--- config.mk ---
export PLATFORM = sky130hd
export DESIGN_NAME = psit_fifo
export DESIGN_NICKNAME = d
export VERILOG_FILES = /design/src/sv/psit_pkg.sv /design/src/sv/psit_fifo.sv
export SDC_FILE = /design/constraint.sdc
export NUM_CORES = 1
export LEC_CHECK = 0
export ABC_CLOCK_PERIOD_IN_PS = 1800
export BUFFER_PORTS_ARGS = -buffer_cell sky130_fd_sc_hd__clkbuf_2
export CAP_MARGIN = 20
export CORE_UTILIZATION = 48
export DETAILED_ROUTE_END_ITERATION = 8
export PLACE_DENSITY = 0.71
export SYNTH_ARGS = -nofsm -noshare
export SYNTH_HDL_FRONTEND = slang
export SYNTH_SLANG_ARGS = --single-unit
--- constraint.sdc ---
create_clock -name clk -period 1.8 [get_ports clk]
set_input_delay 0.18 -clock clk [delete_from_list [all_inputs] [get_ports clk]]
set_output_delay 0.18 -clock clk [all_outputs]
set_load 0.005 [all_outputs]
--- src/sv/psit_pkg.sv ---
// shared types, constants and width helpers for the point set inertia tensor block
package psit_pkg;

  localparam int COORD_IN_W          = 16;
  localparam int MOMENT_W            = 64;
  localparam int COUNT_OUT_W         = 11;
  localparam int FRAC_BITS           = 8;
  localparam int MAX_POINTS_DEFAULT  = 1024;
  localparam int COORD_BITS_DEFAULT  = 16;
  localparam int JOB_QUEUE_DEPTH     = 2;

  typedef struct packed {
    logic signed [COORD_IN_W-1:0] point_x;
    logic signed [COORD_IN_W-1:0] point_y;
    logic signed [COORD_IN_W-1:0] point_z;
    logic                         last_point;
  } point_t;

  typedef struct packed {
    logic signed [MOMENT_W-1:0]  moment_xx;
    logic signed [MOMENT_W-1:0]  moment_yy;
    logic signed [MOMENT_W-1:0]  moment_zz;
    logic signed [MOMENT_W-1:0]  product_xy;
    logic signed [MOMENT_W-1:0]  product_xz;
    logic signed [MOMENT_W-1:0]  product_yz;
    logic        [COUNT_OUT_W-1:0] point_count;
    logic                        overflow;
  } result_t;

  typedef enum logic [2:0] {
    BK_IDLE,
    BK_DIVIDE,
    BK_PASS,
    BK_DRAIN,
    BK_DONE
  } back_state_t;

  function automatic int cnt_width(input int max_points);
    return $clog2(max_points + 1);
  endfunction

  function automatic int sum_width(input int max_points, input int coord_bits);
    return coord_bits + cnt_width(max_points);
  endfunction

  // job layout: dropped, count, sum x, sum y, sum z
  function automatic int job_width(input int max_points, input int coord_bits);
    return 3 * sum_width(max_points, coord_bits) + cnt_width(max_points) + 1;
  endfunction

endpackage

--- src/sv/psit_fifo.sv ---
// small show-ahead queue carrying closed point sets from front to back
module psit_fifo #(
  parameter int WIDTH = 8,
  parameter int DEPTH = psit_pkg::JOB_QUEUE_DEPTH
) (
  input  logic             clk,
  input  logic             rst,
  input  logic             wr_en,
  input  logic [WIDTH-1:0] wr_data,
  output logic             q_full,
  input  logic             rd_en,
  output logic [WIDTH-1:0] rd_data,
  output logic             q_empty
);
  localparam int PTR_W = (DEPTH > 1) ? $clog2(DEPTH) : 1;
  localparam int CNT_W = $clog2(DEPTH + 1);

  logic [WIDTH-1:0] mem [DEPTH];
  logic [PTR_W-1:0] wr_ptr;
  logic [PTR_W-1:0] rd_ptr;
  logic [CNT_W-1:0] fill;
  logic             do_wr;
  logic             do_rd;

  assign q_full  = (fill == CNT_W'(DEPTH));
  assign q_empty = (fill == '0);
  assign do_wr   = wr_en && !q_full;
  assign do_rd   = rd_en && !q_empty;
  assign rd_data = mem[rd_ptr];

  always_ff @(posedge clk) begin
    if (do_wr) begin
      mem[wr_ptr] <= wr_data;
    end
  end

  always_ff @(posedge clk) begin
    if (rst) begin
      wr_ptr <= '0;
      rd_ptr <= '0;
      fill   <= '0;
    end else begin
      if (do_wr) begin
        wr_ptr <= (wr_ptr == PTR_W'(DEPTH - 1)) ? '0 : wr_ptr + 1'b1;
      end
      if (do_rd) begin
        rd_ptr <= (rd_ptr == PTR_W'(DEPTH - 1)) ? '0 : rd_ptr + 1'b1;
      end
      if (do_wr && !do_rd) begin
        fill <= fill + 1'b1;
      end else if (do_rd && !do_wr) begin
        fill <= fill - 1'b1;
      end
    end
  end

endmodule

==> flow_summary.ini <==
[synth]
synthesis.nets = 63
syn_area_um2 = 793
yosys.cell_types.count = 13
yosysWarningCount = 0
synth_sequential_area_ratio_pct = 73.2
synth_common_cells = sky130_fd_sc_hd__edfxtp_1 (16), sky130_fd_sc_hd__mux2_2 (8), sky130_fd_sc_hd__dfxtp_1 (5), sky130_fd_sc_hd__nor2_1 (5)
predominant_post_synthesis_flop_cell = sky130_fd_sc_hd__edfxtp_1
postSynthAreaPerCell_um2 = 15.9
yosysTopAreaCellShare_pct = 60.6
synth_edf_count = 16
synth_largest_area_cell = sky130_fd_sc_hd__edfxtp_1
gate_count_post_synth = 50
synth-seq-cells = 21
synth.most_common_cell = sky130_fd_sc_hd__edfxtp_1
ys_async_sr_fraction_pct = 0
largest_cells_by_area_after_synthesis = sky130_fd_sc_hd__edfxtp_1 (61%), sky130_fd_sc_hd__dfxtp_1 (13%), sky130_fd_sc_hd__mux2_2 (11%), sky130_fd_sc_hd__xor2_1 (3.3%), sky130_fd_sc_hd__nor2_1 (2.4%)

[cells_and_area]
total_number_of_nets_in_the_final_design = 88
area_growth_syn_to_layout_pct = 18.5
ant_diodes = 0
fillers = 125
drive_above_1_share_pct = 44.6
final_cell_area_um2 = 940

[status]
run_status = complete, no violations

[detailed_routing]
routed.top_layer = met4
met1_routed_length_um = 492
drt_pass1_iterations = 2
met2_length_um = 515
route.detailed.drc = 0
route.antenna.remaining_nets = 0
number_of_vias_per_cell = 4.96
wl_per_cell_um = 11.8
drt-total-wl_um = 1070
routed-wl-met3_um = 48
num_vias = 446
drt_iter0_drc = 5

[clock_tree]
ctsRootBufferMaster = sky130_fd_sc_hd__clkbuf_4
number_of_sinks_handled_by_clock_tree_synthesis = 21
clk_path_buf_depth = 2
tritoncts_clock_tree = done
cts.repair_timing.setup_buffer_count = 0
postCtsResizedCells = 0
cts_htree_levels = 1
clk-insertion-delay-late_ps = 290
cts_inserted_buffers = 3
postCtsHoldBufs = 0
clkSlewWorstSetupHoldPaths_ps = 110

[min_path]
worst_hold_path.endpoint = mem[1][5]$_DFFE_PP_
holdCritPathClass = in -> reg
holdPathStages = 1
hold_path_startpoint = wr_data[5]

[sta]
post_route_worst_hold_slack_ps = 71.4
slew_violations = 0
max_slew.worst_pin.slew_ps = 405
hold_violations = 0
setup_total_negative_slack_ps = 0
fin_worst_skew_ps = 5.34
rsz0062_at_grt = no
achievable-frequency_mhz = 642
timing.max_slew.rel_slack_pct = 73.0
final_setup_violation_count = 0
timing.final.crit_share_pct = 86.6
final_critical_path_setup_slack_ps = 241
min_period_ps = 1560

[placed_design]
postPlaceCellArea_um2 = 913
pre_cts_slack_ps = 256
finalWeightedCongestion = 0.691
numPortBuffers = 21

[critical_path]
worst-setup-path-type = reg -> reg
regToRegEndpoint = fill[1]$_SDFFE_PP0P_
rr_worst_depth = 4
endpoint_class_of_the_critical_path = flip-flop
worst-path-buf-inv = 0
required_time_of_the_critical_path_ps = 2020
reg2reg_setup_slack_ps = 240
crit_path_start_kind = flip-flop
timing.rr.start = fill[0]$_SDFFE_PP0P_
path_cells = o21ai_0 -> ha_1 -> or3_1 -> a21oi_1
crit_path_dat_ps = 1780
cp_slowest_stage_delay_ps = 370
critical_path.slowest_cell = sky130_fd_sc_hd__dfxtp_1
timing.critical_path.max_delay_family = compound AO/OA/AOI/OAI gates
critical_path_peak_fanout = 5

[floorplan]
placeableCoreArea_um2 = 1520
rows = 14
die_x_um = 42.7
die_h_um = 42.7
io_pins = 22
start_util_pct = 52.1
die_area_um2 = 1820

[power]
pwr_density_cell_nw_per_um2 = 1310
power.ir.vdd_worst_mv = 0.794
leakage_nw = 0.382

[grt]
first_global_vias = 423
first_pass_grt_wire_length_um = 1750
grt_usage_pct = 14.0
antenna_found_initial = 0
grt-ovfl-total = 0
largest_net_degree_at_the_start_of_global_routing = 12

[flow_run]
maxCapViolations = 0
==> worst max path at each step <==
stage,startpoint,to,slack (ps),cells past startpoint
6_report,fill[0]$_SDFFE_PP0P_,fill[1]$_SDFFE_PP0P_,240,4
5_1_grt,fill[0]$_SDFFE_PP0P_,fill[1]$_SDFFE_PP0P_,130,4
4_1_cts,fill[0]$_SDFFE_PP0P_,fill[1]$_SDFFE_PP0P_,230,4
3_5_place_dp,fill[0]$_SDFFE_PP0P_,fill[1]$_SDFFE_PP0P_,260,4
3_3_place_gp,fill[0]$_SDFFE_PP0P_,fill[1]$_SDFFE_PP0P_,300,4
2_1_floorplan,fill[0]$_SDFFE_PP0P_,fill[1]$_SDFFE_PP0P_,340,4
==> logic make-up (layout without fill, tap and decap cells) <==
| kind of cell | Yosys count | after routing | share of synthesized area (%) |
|---|---|---|---|
| xor+xnor | 3 | 3 | 3.31 |
| compound gates | 5 | 5 | 3.15 |
| flops | 21 | 21 | 73.2 |
| simple gates | 9 | 9 | 5.84 |
| buf+inv | 3 | 27 | 1.58 |
| fa+ha+maj | 1 | 1 | 1.58 |
| mux | 8 | 8 | 11.4 |
==> per-layer routing <==
| layer | vias to the layer above | track usage [%] |
|---|---|---|
| met2 | 12 | 20.0 |
| met5 | - | 0 |
| li1 | 228 | - |
| met4 | 0 | 9.38 |
| met1 | 204 | 16.9 |
| met3 | 2 | 6.38 |
==> where the power goes <==
group,total (W),switching [W],internal [W]
logic,0.000342,0.000155,0.000188
registers,0.000681,0.0000629,0.000618
clock network,0.000210,0.000124,0.0000861
==> worst reg2reg max path: stages, from the launching register on <==
cell	delay (ps)
sky130_fd_sc_hd__dfxtp_1	370
sky130_fd_sc_hd__o21ai_0	300
sky130_fd_sc_hd__ha_1	310
sky130_fd_sc_hd__or3_1	370
sky130_fd_sc_hd__a21oi_1	140
==> area by class of cell <==
type                    instances  area [µm²]  area share [%]
clock buffers                   4        26.3            2.80
well taps                      16        20.0            2.13
repair buffers                 21         105            11.2
flip-flops and latches         21         581            61.8
inverters                       2        7.51           0.799
multi-input cells              26         200            21.3
==> state kept, by name, indices dropped and copies added, names as in the netlist, named ones only <==
register	cells
rd_ptr	1
fill	2
mem	16
wr_ptr	1
==> cell usage in the layout, fill, tap and decap left out, drive strengths merged <==
cell type   n
a21oi       2
and2        1
clkbuf     25
dfxtp       5
edfxtp     16
ha          1
inv         2
mux2        8
nor2        5
nor2b       1
o21ai       3
or3         2
xor2        3
==> through the flow <==
step | cells | power [W] | utilization (%)
6_report | 90 | 0.00123 | 61.7
5_1_grt | 90 | 0.00132 | 61.7
4_1_cts | 90 | 0.00125 | 61.7
3_5_place_dp | 86 | 0.00104 | 59.9
3_3_place_gp | 86 | 0.00103 | 59.9
2_1_floorplan | 50 | 0.000912 | -
Note: power is estimated with default switching activity, not from simulation.
