==> src/sv/psit_pkg.sv <==
// shared types, constants and width helpers for the point set inertia tensor block
package psit_pkg;

  localparam int COORD_IN_W          = 16;
  localparam int MOMENT_W            = 64;
  localparam int COUNT_OUT_W         = 11;
  localparam int FRAC_BITS           = 8;
  localparam int MAX_POINTS_DEFAULT  = 1024;
  localparam int COORD_BITS_DEFAULT  = 16;
  localparam int JOB_QUEUE_DEPTH     = 2;

  typedef struct packed {
    logic signed [COORD_IN_W-1:0] point_x;
    logic signed [COORD_IN_W-1:0] point_y;
    logic signed [COORD_IN_W-1:0] point_z;
    logic                         last_point;
  } point_t;

  typedef struct packed {
    logic signed [MOMENT_W-1:0]  moment_xx;
    logic signed [MOMENT_W-1:0]  moment_yy;
    logic signed [MOMENT_W-1:0]  moment_zz;
    logic signed [MOMENT_W-1:0]  product_xy;
    logic signed [MOMENT_W-1:0]  product_xz;
    logic signed [MOMENT_W-1:0]  product_yz;
    logic        [COUNT_OUT_W-1:0] point_count;
    logic                        overflow;
  } result_t;

  typedef enum logic [2:0] {
    BK_IDLE,
    BK_DIVIDE,
    BK_PASS,
    BK_DRAIN,
    BK_DONE
  } back_state_t;

  function automatic int cnt_width(input int max_points);
    return $clog2(max_points + 1);
  endfunction

  function automatic int sum_width(input int max_points, input int coord_bits);
    return coord_bits + cnt_width(max_points);
  endfunction

  // job layout: dropped, count, sum x, sum y, sum z
  function automatic int job_width(input int max_points, input int coord_bits);
    return 3 * sum_width(max_points, coord_bits) + cnt_width(max_points) + 1;
  endfunction

endpackage

==> src/sv/psit_front.sv <==
// front end: accepts points, writes the store, keeps sums and closes sets
module psit_front #(
  parameter int MAX_POINTS = psit_pkg::MAX_POINTS_DEFAULT,
  parameter int COORD_BITS = psit_pkg::COORD_BITS_DEFAULT
) (
  input  logic                          clk,
  input  logic                          rst,
  input  logic                          push,
  output logic                          full,
  input  psit_pkg::point_t              item,
  input  logic                          store_busy,
  output logic                          wr_en,
  output logic [$clog2(MAX_POINTS)-1:0] wr_addr,
  output logic [3*COORD_BITS-1:0]       wr_data,
  output logic                          job_push,
  output logic [psit_pkg::job_width(MAX_POINTS, COORD_BITS)-1:0] job_data,
  input  logic                          job_full
);
  import psit_pkg::*;

  localparam int ADDR_W = $clog2(MAX_POINTS);
  localparam int CNT_W  = cnt_width(MAX_POINTS);
  localparam int SUM_W  = sum_width(MAX_POINTS, COORD_BITS);

  logic [CNT_W-1:0]             count;
  logic [CNT_W-1:0]             count_next;
  logic signed [SUM_W-1:0]      sum_x;
  logic signed [SUM_W-1:0]      sum_y;
  logic signed [SUM_W-1:0]      sum_z;
  logic signed [SUM_W-1:0]      sum_x_next;
  logic signed [SUM_W-1:0]      sum_y_next;
  logic signed [SUM_W-1:0]      sum_z_next;
  logic                         dropped;
  logic                         dropped_next;
  logic signed [COORD_BITS-1:0] cx;
  logic signed [COORD_BITS-1:0] cy;
  logic signed [COORD_BITS-1:0] cz;
  logic                         accept;
  logic                         room;

  // only the low coordinate bits count, taken as two's complement
  assign cx = $signed(COORD_BITS'($unsigned(item.point_x)));
  assign cy = $signed(COORD_BITS'($unsigned(item.point_y)));
  assign cz = $signed(COORD_BITS'($unsigned(item.point_z)));

  assign full     = store_busy || job_full;
  assign accept   = push && !full;
  assign room     = (count < CNT_W'(MAX_POINTS));
  assign wr_en    = accept && room;
  assign wr_addr  = count[ADDR_W-1:0];
  assign wr_data  = {cx, cy, cz};
  assign job_push = accept && item.last_point;
  assign job_data = {dropped_next, count_next, sum_x_next, sum_y_next, sum_z_next};

  always_comb begin
    count_next   = count;
    sum_x_next   = sum_x;
    sum_y_next   = sum_y;
    sum_z_next   = sum_z;
    dropped_next = dropped;
    if (room) begin
      count_next = count + 1'b1;
      sum_x_next = sum_x + SUM_W'(cx);
      sum_y_next = sum_y + SUM_W'(cy);
      sum_z_next = sum_z + SUM_W'(cz);
    end else begin
      dropped_next = 1'b1;
    end
  end

  always_ff @(posedge clk) begin
    if (rst) begin
      count   <= '0;
      sum_x   <= '0;
      sum_y   <= '0;
      sum_z   <= '0;
      dropped <= 1'b0;
    end else if (accept) begin
      if (item.last_point) begin
        count   <= '0;
        sum_x   <= '0;
        sum_y   <= '0;
        sum_z   <= '0;
        dropped <= 1'b0;
      end else begin
        count   <= count_next;
        sum_x   <= sum_x_next;
        sum_y   <= sum_y_next;
        sum_z   <= sum_z_next;
        dropped <= dropped_next;
      end
    end
  end

endmodule

==> config.mk <==
export PLATFORM = sky130hd
export DESIGN_NAME = psit_front
export DESIGN_NICKNAME = d
export VERILOG_FILES = /design/src/sv/psit_pkg.sv /design/src/sv/psit_front.sv
export SDC_FILE = /design/constraint.sdc
export NUM_CORES = 1
export LEC_CHECK = 0
export ABC_CLOCK_PERIOD_IN_PS = 3940
export BUFFER_PORTS_ARGS = -buffer_cell sky130_fd_sc_hd__buf_2
export CAP_MARGIN = 20
export CORE_AREA = 2 2 144 146
export DETAILED_ROUTE_END_ITERATION = 8
export DIE_AREA = 0 0 146 148
export PLACE_DENSITY = 0.8
export SETUP_SLACK_MARGIN = 0.15
export SLEW_MARGIN = 20
export SYNTH_ARGS = -nofsm -noshare
export SYNTH_HDL_FRONTEND = slang
export SYNTH_SLANG_ARGS = --single-unit
==> constraint.sdc <==
create_clock -name clk -period 3.94 [get_ports clk]
set_input_delay 0.591 -clock clk [delete_from_list [all_inputs] [get_ports clk]]
set_output_delay 0.591 -clock clk [all_outputs]
set_load 0.02 [all_outputs]
==> run summary, run 1 <==
R2R Path End - sum_y[25]$_SDFFE_PP0P_
Worst Path Max Fanout - 3
Overall die area - 21600 µm²
Final slew viol count - 0
Avg Vias per Cell - 5.72
CP cell instances - ha_4, fa_2, a211oi_2, buf_4, o21ai_4, a2111oi_4, buf_4, o31ai_4, a21oi_2, buf_4, o21a_1, xor2_1, o21ai_1, buf_4
Pin count of the biggest net entering global routing - 67
Hpwl dp - 19100 µm
Yosys top cell area share - 20.9%
Min-Delay Path Depth - 2
WP depth - 14
Synthesized area per cell - 7.44 µm²
Hold Buf Count CTS - 0
Clock sink count - 93
Core area - 20000 µm²
Synthesized flop and latch total - 93
Cell with the most instances after synthesis - nand2_1
Critical Path RT - 3.35 ns
Post-Syn Nets - 1332
GRT Total Usage - 24.1%
Initial core utilization - 44.4%
Cell Pwr Density - 262 nW/µm²
# setup viols final - 0
Post-synth EDFFs - 0
Status - completed
Max stage delay on crit path - 0.36 ns
Min cycle time layout - 3.83 ns
WP buf/inv - 4
Clk slew on worst S/H paths - 0.07 ns
Max-slew headroom - 52.5%
Peak supply drop - 251 µV
Row cnt - 52
Maximum clock insertion buffer count - 2
Hold slack - 0.472 ns
Routed Antenna Nets - 0
Nets@finish - 1498
R2r startpoint - sum_y[4]$_SDFFE_PP0P_
DR WL met2 - 12800 µm
DR top layer - met4
Fin crit share - 97.2%
Yosys top cell by area - dfxtp_1
First-pass GRT wire length - 42900 µm
Starting DRT DRC Count - 506
Post-Syn Area - 8900 µm²
RSZ-0062 raised after global routing - true
CP Data Arrival Time - 3.24 ns
Sequential area share after synthesis - 20.9%
Die height - 148 µm
Max Clk Rate - 0.261 GHz
Worst setup EP type - primary output
Worst Tran Pin Value - 0.695 ns
Count of input and output buffers - 207
Final Hold Vio Count - 0
R2R depth - 18
Clk root buf - clkbuf_16
Total Wirelength - 27100 µm
M1 WL - 12000 µm
H-tree levels - 3
Residual DRC - 0
Crit. Startpoint - sum_y[0]$_SDFFE_PP0P_
Ports - 208
Hold WC Path Type - flip-flop to flip-flop
Initial antenna violation count - 0
Wire length on met3 - 1570 µm
CP most frequent cell - buf_4
TNS Setup - 0 ns
Leakage - 4.93 nW
Clk_skew - 0.00852 ns
CTS tree - yes
Family with the most delay on the worst path - compound AO/OA/AOI/OAI gates
Worst-Skew Late Latency - 0.35 ns
Area delta synth->final - 20.5%
Die W - 146 µm
Post-layout util - 53.5%
Gpl congestion - 0.915
Synth top area cells - dfxtp_1, ha_1, o21ai_0, nand2_1, buf_4
GRT overflow - 0
Vias in the first global route - 8778
WL/cell - 16.5 µm
Top FF cell, synth - dfxtp_1
Distinct cells, synth - 72
Flop2flop setup slack - 0.29 ns
Synth Instances - 1196
CP Class - flip-flop to primary output
Critical Path Start Type - flip-flop
Total CTS buffers - 9
Post-synth top cells - nand2_1, o21ai_0, dfxtp_1, nor2_1, a21oi_1
# diodes - 0
DR vias - 9365
Max cap viols - 0
Post-synth ARST share - 0%
Share of cells above drive strength 1 - 26.3%
Slowest cell on crit path - fa_2
Synth warnings - 0
Drt pass-1 iters - 5
Worst setup path end - job_data[45]
==> worst register-to-register path: cells and delay by family (launching register included) <==
| kind | cells | cell delay [ns] |
|---|---|---|
| flip-flops | 1 | 0.33 |
| AO/OA/AOI/OAI | 7 | 1.52 |
| adder cells (fa/ha/maj) | 1 | 0.29 |
| AND/OR/NAND/NOR | 1 | 0.28 |
| buffers and inverters | 9 | 1.13 |
==> state kept, by name (all words and copies together), names as in the netlist <==
name	flops
sum_z	27
count	11
sum_x	27
dropped	1
sum_y	27
==> what timing repair did <==
item,CTS,global route
buffers inserted,11,3
pin swaps,20,24
gates resized for setup,42,30
gates cloned,0,0
setup endpoints to repair,17,23
==> placed cells by master, fill, tap and decap left out, drive strengths merged, types with 10 or more instances in the layout <==
cell and instances:
a211oi 13, a21o 36, a21oi 85, a22oi 31, a31oi 12, and2 11
and3 14, buf 271, clkbuf 12, dfxtp 93, ha 79, inv 30
mux2 11, nand2 151, nand3 30, nand3b 11, nand4 14, nor2 88
nor2b 12, nor3 22, o211ai 11, o21ai 121, o21bai 12, o31ai 10
xnor2 34, xor2 30
==> worst min-delay path by stage <==
stage | endpoint | slack (ns) | start
2_1_floorplan | sum_x[26]$_SDFFE_PP0P_ | 0.43 | sum_x[26]$_SDFFE_PP0P_
3_3_place_gp | sum_x[26]$_SDFFE_PP0P_ | 0.45 | sum_x[26]$_SDFFE_PP0P_
3_5_place_dp | sum_x[26]$_SDFFE_PP0P_ | 0.46 | sum_x[26]$_SDFFE_PP0P_
4_1_cts | sum_x[26]$_SDFFE_PP0P_ | 0.47 | sum_x[26]$_SDFFE_PP0P_
5_1_grt | sum_x[26]$_SDFFE_PP0P_ | 0.48 | sum_x[26]$_SDFFE_PP0P_
6_report | sum_x[26]$_SDFFE_PP0P_ | 0.47 | sum_x[26]$_SDFFE_PP0P_
==> routing by layer <==
layer,track usage [%],vias to the layer above
met4,8.98,0
met5,0,-
li1,-,4627
met1,30.3,4398
met3,3.73,42
met2,41.7,298
==> power breakdown <==
group          switching (mW)  leakage (nW)  total (mW)  internal [mW]
registers              0.0166         0.754       0.975          0.959
logic                   0.517          4.02       0.836          0.319
clock network           0.405         0.163       0.995          0.590
==> logic make-up after synthesis <==
| group | count (synthesis) | share of synthesized area [%] |
|---|---|---|
| AOI/OAI and AO/OA | 397 | 29.2 |
| xor gates and xnor gates | 64 | 6.30 |
| muxes | 18 | 2.18 |
| DFF | 93 | 20.9 |
| adders and majority gates | 82 | 11.8 |
| buffers and inverters | 146 | 8.67 |
| and+or+nand+nor | 396 | 20.9 |
==> cell type report <==
type / count / area, µm²
Timing Repair Buffer: 271 / 1550
Inverter: 30 / 113
Tap cell: 270 / 338
Clock buffer: 12 / 256
Multi-Input combinational cell: 957 / 6530
Fill cell: 1956 / 9310
Sequential cell: 93 / 1870
Clock inverter: 4 / 70.1
==> metrics by stage <==
| step | area (µm²) | power, mW | cells | setup WS (ns) |
|---|---|---|---|---|
| floorplan | 8900 | 1.55 | 1196 | 0.184 |
| global placement | 10000 | 1.77 | 1607 | -0.168 |
| detailed placement | 10000 | 1.78 | 1607 | -0.221 |
| CTS | 10600 | 2.80 | 1634 | 0.0522 |
| global route | 10700 | 2.94 | 1637 | -0.0162 |
| finish | 10700 | 2.81 | 1637 | 0.110 |
Power figures use the tool's default switching activity.
==> run 2: changes to the inputs <==
Settings changed: ABC_CLOCK_PERIOD_IN_PS 3940 to 3230, PLACE_DENSITY 0.8 to 0.83.
Clock period 3.94 ns to 3.23 ns, I/O delays scaled along.
==> run 2 against run 1 <==
The run now ends with negative setup slack left; utilization increased by 11 points; routed wire length rose by 19%; combinational power is 57% higher; clock power grew 27%; via count grew 13%; first-iteration DRC count is 42% higher; critical path depth is 2 lower; power increased by 34%.
==> run summary, run 2 (synthesized netlist as in run 1, its figures left out) <==
Residual DRC - 0 (unchanged)
Family with the most delay on the worst path - compound AO/OA/AOI/OAI gates
Most common cell after layout, fill and taps aside - buf_4
Die W - 146 µm (unchanged)
Fin crit share - 115%
Overall die area - 21600 µm² (unchanged)
Violated checks - negative setup slack
# diodes - 0 (unchanged)
Clk slew on worst S/H paths - 0.07 ns (about the same)
Share of cells above drive strength 1 - 41.3% (+15 points)
Critical Path RT - 2.75 ns (-0.60 ns)
Worst-Skew Late Latency - 0.35 ns (about the same)
Hpwl dp - 20600 µm (+8.1%)
Hold WC Path Type - flip-flop to flip-flop
Worst setup EP type - primary output
Routed Antenna Nets - 0 (unchanged)
RSZ-0062 raised after global routing - true
WL/cell - 18.0 µm (+8.9%)
Gpl congestion - 0.920 (+0.55%)
Max stage delay on crit path - 0.38 ns (+0.02 ns)
Post-layout util - 64.8% (+11 points)
R2r startpoint - sum_y[0]$_SDFFE_PP0P_
Final slew viol count - 0 (unchanged)
Setup WS pre-CTS - -0.529 ns (-0.307 ns)
Cell Pwr Density - 290 nW/µm² (+11%)
WP buf/inv - 2 (-2)
Biggest regs - sum_x: 27 flops, sum_y: 27 flops, sum_z: 27 flops
Peak supply drop - 298 µV (+19%)
Most frequent cells in the layout - buf_4, buf_2, nand2_1
Min cycle time layout - 3.72 ns
Pin count of the biggest net entering global routing - 96 (+43%)
Row cnt - 52 (unchanged)
Count of input and output buffers - 207 (unchanged)
GRT Total Usage - 27.4% (+3.3 points)
Drt pass-1 iters - 6 (+1)
Clk root buf - clkbuf_16
Fin worst setup slack - -0.489 ns (-0.599 ns)
Critical Path Start Type - flip-flop
Initial core utilization - 44.4% (unchanged)
Area delta synth->final - 45.9%
Nets@finish - 1646 (+9.9%)
Maximum clock insertion buffer count - 2 (unchanged)
Worst Tran Pin Value - 0.779 ns (+0.0839 ns)
Avg Vias per Cell - 5.93 (+3.7%)
Max cap viols - 0 (unchanged)
Ports - 208 (unchanged)
Max-slew headroom - 47.4% (-5.1 points)
CP Class - flip-flop to primary output
Max Clk Rate - 0.269 GHz
Clk_skew - 0.00988 ns (+0.00136 ns)
Layout filler cell count - 1568 (-20%)
Initial antenna violation count - 0 (unchanged)
H-tree levels - 3 (unchanged)
# setup viols final - 37 (+37)
Hold slack - 0.466 ns (-0.00665 ns)
Hold Buf Count CTS - 0 (unchanged)
Clock sink count - 93 (unchanged)
Total CTS buffers - 9 (unchanged)
CTS tree - yes
GRT overflow - 0 (unchanged)
Starting DRT DRC Count - 719 (+42%)
Hold Path Origin - sum_x[26]$_SDFFE_PP0P_
Final Hold Vio Count - 0 (unchanged)
Worst Path Max Fanout - 3 (unchanged)
Leakage - 5.91 nW (+20%)
First-pass GRT wire length - 48700 µm (+13%)
Crit. Startpoint - sum_y[0]$_SDFFE_PP0P_
CP cell instances - ha_4, fa_2, a211oi_4, o21ai_2, a2111oi_2, buf_4, o31ai_4, a21oi_2, nor4_1, a311o_1, mux2_4, buf_2
Vias in the first global route - 10136 (+15%)
CP Data Arrival Time - 3.23 ns (about the same)
Core area - 20000 µm² (unchanged)
DR vias - 10592 (+13%)
Die height - 148 µm (unchanged)
Slowest cell on crit path - fa_2
Flop2flop setup slack - 0 ns (-0.29 ns)
Status - finished with violations
Total Wirelength - 32200 µm (+19%)
run 2: area by class of cell:
class                      count  area (µm²)  area share [%]
clock inverter                 6         113           0.867
clock buffer                  10         229            1.76
tap                          270         338            2.60
timing repair buffer         419        2960            22.8
multi-input combinational    957        7350            56.6
inverter                      30         113           0.867
sequential                    93        1890            14.6
run 2: metrics by stage:
step	cells	TNS, ns	power (mW)	cell area [µm²]
after CTS	1765	-7.67	3.64	12300
after global placement	1714	-8.31	2.24	10900
after floorplan	1196	-0.0386	1.90	9020
final	1785	-8.22	3.76	13000
after detailed placement	1714	-9.25	2.26	10900
after global routing	1785	-12.20	3.91	13000
run 2: final timing paths:
check | endpoint | depth (start not counted)
min reg2reg | sum_x[26]$_SDFFE_PP0P_ | 2
max reg2reg | sum_y[26]$_SDFFE_PP0P_ | 13
max | job_data[49] | 12
min | sum_x[26]$_SDFFE_PP0P_ | 2
run 2: tightest hold or removal path, stage by stage, from the launching register on:
cell       delay, ns
dfxtp_1         0.31
nand2_1         0.05
o2bb2ai_1       0.05
run 2: per-layer routing:
layer | global-route usage, % | share of wire [%] | up-vias
met2 | 49.1 | 50 | 504
met1 | 32.1 | 39 | 5059
met5 | 0 | 0 | -
met3 | 4.72 | 6.8 | 105
li1 | - | - | 4924
met4 | 12.1 | 3.9 | 0
run 2: power breakdown:
| group | total, mW | switching [mW] | internal, mW |
|---|---|---|---|
| Clock | 1.26 | 0.502 | 0.760 |
| Sequential | 1.19 | 0.0223 | 1.17 |
| Combinational | 1.31 | 0.736 | 0.576 |
run 2: timing repair:
action	4_1_cts	5_1_grt
setup endpoints to repair	54	64
pin swaps	86	99
resized for setup	181	140
buffers inserted	35	20
==> run 3: changes to the inputs <==
Settings changed: HOLD_SLACK_MARGIN set to 0.02, RECOVER_POWER set to 100.
==> run 3 against run 2 <==
Combinational power hardly changed; critical path depth stayed put; the run still ends with negative setup slack left; first-iteration DRC count fell by 0.56%; sequential power hardly changed; global-route usage is the same; register-to-register slack about the same; die area unchanged; via count shrank 0.52%; clock-buffer cell count unchanged; largest cell class unchanged; final cell count unchanged.
==> run summary, run 3 (synthesized netlist as in run 1, its figures left out) <==
Biggest regs - sum_x: 27 flops, sum_y: 27 flops, sum_z: 27 flops
Crit. Startpoint - sum_y[0]$_SDFFE_PP0P_
Status - finished with violations
Nets@finish - 1646 (unchanged)
Initial antenna violation count - 0 (unchanged)
Routed Antenna Nets - 0 (unchanged)
Clk_skew - 0.00948 ns (-0.000404 ns)
Hpwl dp - 20600 µm (unchanged)
Family with the most delay on the worst path - compound AO/OA/AOI/OAI gates
Cell Pwr Density - 292 nW/µm² (+0.65%)
Hold slack - 0.460 ns (-0.00537 ns)
Drt pass-1 iters - 6 (unchanged)
WP depth - 12 (unchanged)
Flop2flop setup slack - 0 ns (unchanged)
Clock sink count - 93 (unchanged)
Most frequent cells in the layout - buf_4, nand2_1, buf_2
Violated checks - negative setup slack
Total Wirelength - 32300 µm (+0.34%)
Share of cells above drive strength 1 - 36.7% (-4.6 points)
Starting DRT DRC Count - 715 (-0.56%)
# setup viols final - 40 (+8.1%)
RSZ-0062 raised after global routing - true
CP Data Arrival Time - 3.24 ns (about the same)
CTS tree - yes
Clk slew on worst S/H paths - 0.07 ns (about the same)
H-tree levels - 3 (unchanged)
Vias in the first global route - 10136 (unchanged)
CP cell instances - ha_4, fa_2, a211oi_4, o21ai_2, a2111oi_2, buf_4, o31ai_4, a21oi_2, nor4_1, a311o_1, mux2_4, buf_2
Post-DP Area - 10900 µm² (unchanged)
Initial core utilization - 44.4% (unchanged)
TNS Setup - -10.31 ns (-2.10 ns)
Worst setup path end - job_data[49]
Hold WC Path Type - flip-flop to flip-flop
Avg Vias per Cell - 5.90 (-0.52%)
Max stage delay on crit path - 0.38 ns (about the same)
Min cycle time layout - 3.73 ns (+0.00972 ns)
Gpl congestion - 0.920 (unchanged)
R2R depth - 13 (unchanged)
Area delta synth->final - 44.7%
Maximum clock insertion buffer count - 2 (unchanged)
Peak supply drop - 297 µV (-0.33%)
Final slew viol count - 0 (unchanged)
Pin count of the biggest net entering global routing - 96 (unchanged)
Max Clk Rate - 0.268 GHz (-0.26%)
Max-slew headroom - 20.5% (-27 points)
R2r startpoint - sum_y[0]$_SDFFE_PP0P_
Most common cell after layout, fill and taps aside - buf_4
CP Class - flip-flop to primary output
Fin worst setup slack - -0.499 ns (-0.00972 ns)
Die W - 146 µm (unchanged)
Row cnt - 52 (unchanged)
Total CTS buffers - 9 (unchanged)
Worst Tran Pin Value - 1.19 ns (+0.414 ns)
GRT Total Usage - 27.4% (unchanged)
Post-route cell area - 12900 µm² (-0.84%)
Cells after DPL - 1714 (unchanged)
WL/cell - 18.1 µm (+0.34%)
Count of input and output buffers - 207 (unchanged)
Clk root buf - clkbuf_16
Worst-Skew Late Latency - 0.35 ns (about the same)
# diodes - 0 (unchanged)
Overall die area - 21600 µm² (unchanged)
Leakage - 5.71 nW (-3.5%)
First-pass GRT wire length - 48700 µm (unchanged)
Worst Path Max Fanout - 3 (unchanged)
Max cap viols - 0 (unchanged)
Hold Buf Count CTS - 0 (unchanged)
Fin crit share - 115% (+0.30 points)
DR vias - 10537 (-0.52%)
Slowest cell on crit path - fa_2
Die height - 148 µm (unchanged)
WP buf/inv - 2 (unchanged)
Worst setup EP type - primary output
Critical Path Start Type - flip-flop
Core area - 20000 µm² (unchanged)
Min-Delay Path Depth - 2 (unchanged)
Pwr Total - 3.76 mW (-0.20%)
R2R Path End - sum_y[26]$_SDFFE_PP0P_
Residual DRC - 0 (unchanged)
Ports - 208 (unchanged)
GRT overflow - 0 (unchanged)
Setup WS pre-CTS - -0.529 ns (unchanged)
Critical Path RT - 2.75 ns (about the same)
Final Hold Vio Count - 0 (unchanged)
Post-layout util - 64.3% (-0.54 points)
Fin cells - 1785 (unchanged)
==> run 3: changes by cell type in the layout (fill, tap and decap cells not counted), moves of 2 or more <==
cell and delta:
mux2_1 +2, mux2_2 -2, buf_2 -60, clkbuf_1 +66
clkbuf_2 +2, buf_4 -7
==> run 3: worst min-delay path by stage <==
stage                                 startpoint                endpoint
after floorplan           sum_x[26]$_SDFFE_PP0P_  sum_x[26]$_SDFFE_PP0P_
after global placement    sum_x[26]$_SDFFE_PP0P_  sum_x[26]$_SDFFE_PP0P_
after detailed placement  sum_x[26]$_SDFFE_PP0P_  sum_x[26]$_SDFFE_PP0P_
after CTS                 sum_x[26]$_SDFFE_PP0P_  sum_x[26]$_SDFFE_PP0P_
after global routing       sum_z[9]$_SDFFE_PP0P_   sum_z[9]$_SDFFE_PP0P_
final                     sum_x[26]$_SDFFE_PP0P_  sum_x[26]$_SDFFE_PP0P_
==> run 3: worst reg2reg max path: stages, from the launching register on <==
cell	delay, ns
dfxtp_2	0.34
ha_4	0.16
fa_2	0.38
a211oi_4	0.30
o21ai_2	0.11
a2111oi_2	0.30
buf_4	0.19
buf_4	0.11
nor2_2	0.04
a21oi_2	0.13
mux2_4	0.34
buf_6	0.12
or4b_1	0.49
a31oi_1	0.14
==> run 3: what timing repair did <==
item | CTS | global route
endpoints found under the setup margin | 54 | 64
resized for setup | 181 | 140
pin swaps | 86 | 99
buffers inserted | 35 | 20
==> run 3: power breakdown <==
| group | total, mW | leakage [nW] | internal [mW] | switching [mW] |
|---|---|---|---|---|
| sequential | 1.19 | 0.760 | 1.17 | 0.0224 |
| clock | 1.26 | 0.167 | 0.760 | 0.505 |
| combinational | 1.30 | 4.78 | 0.564 | 0.737 |
==> run 3: area by class of cell <==
| class | count | area, µm² |
|---|---|---|
| Fill cell | 1613 | 7160 |
| Tap cell | 270 | 338 |
| Sequential cell | 93 | 1890 |
| Multi-Input combinational cell | 957 | 7340 |
| Timing Repair Buffer | 419 | 2860 |
| Clock inverter | 6 | 113 |
| Clock buffer | 10 | 229 |
| Inverter | 30 | 113 |
==> run 3: metal layers <==
metal,track usage (%),vias to the layer above,wire length (µm)
met1,32.1,5044,12800
met2,49.1,470,16200
met5,0,-,0
met4,12.1,0,1160
met3,4.72,99,2100
li1,-,4924,-
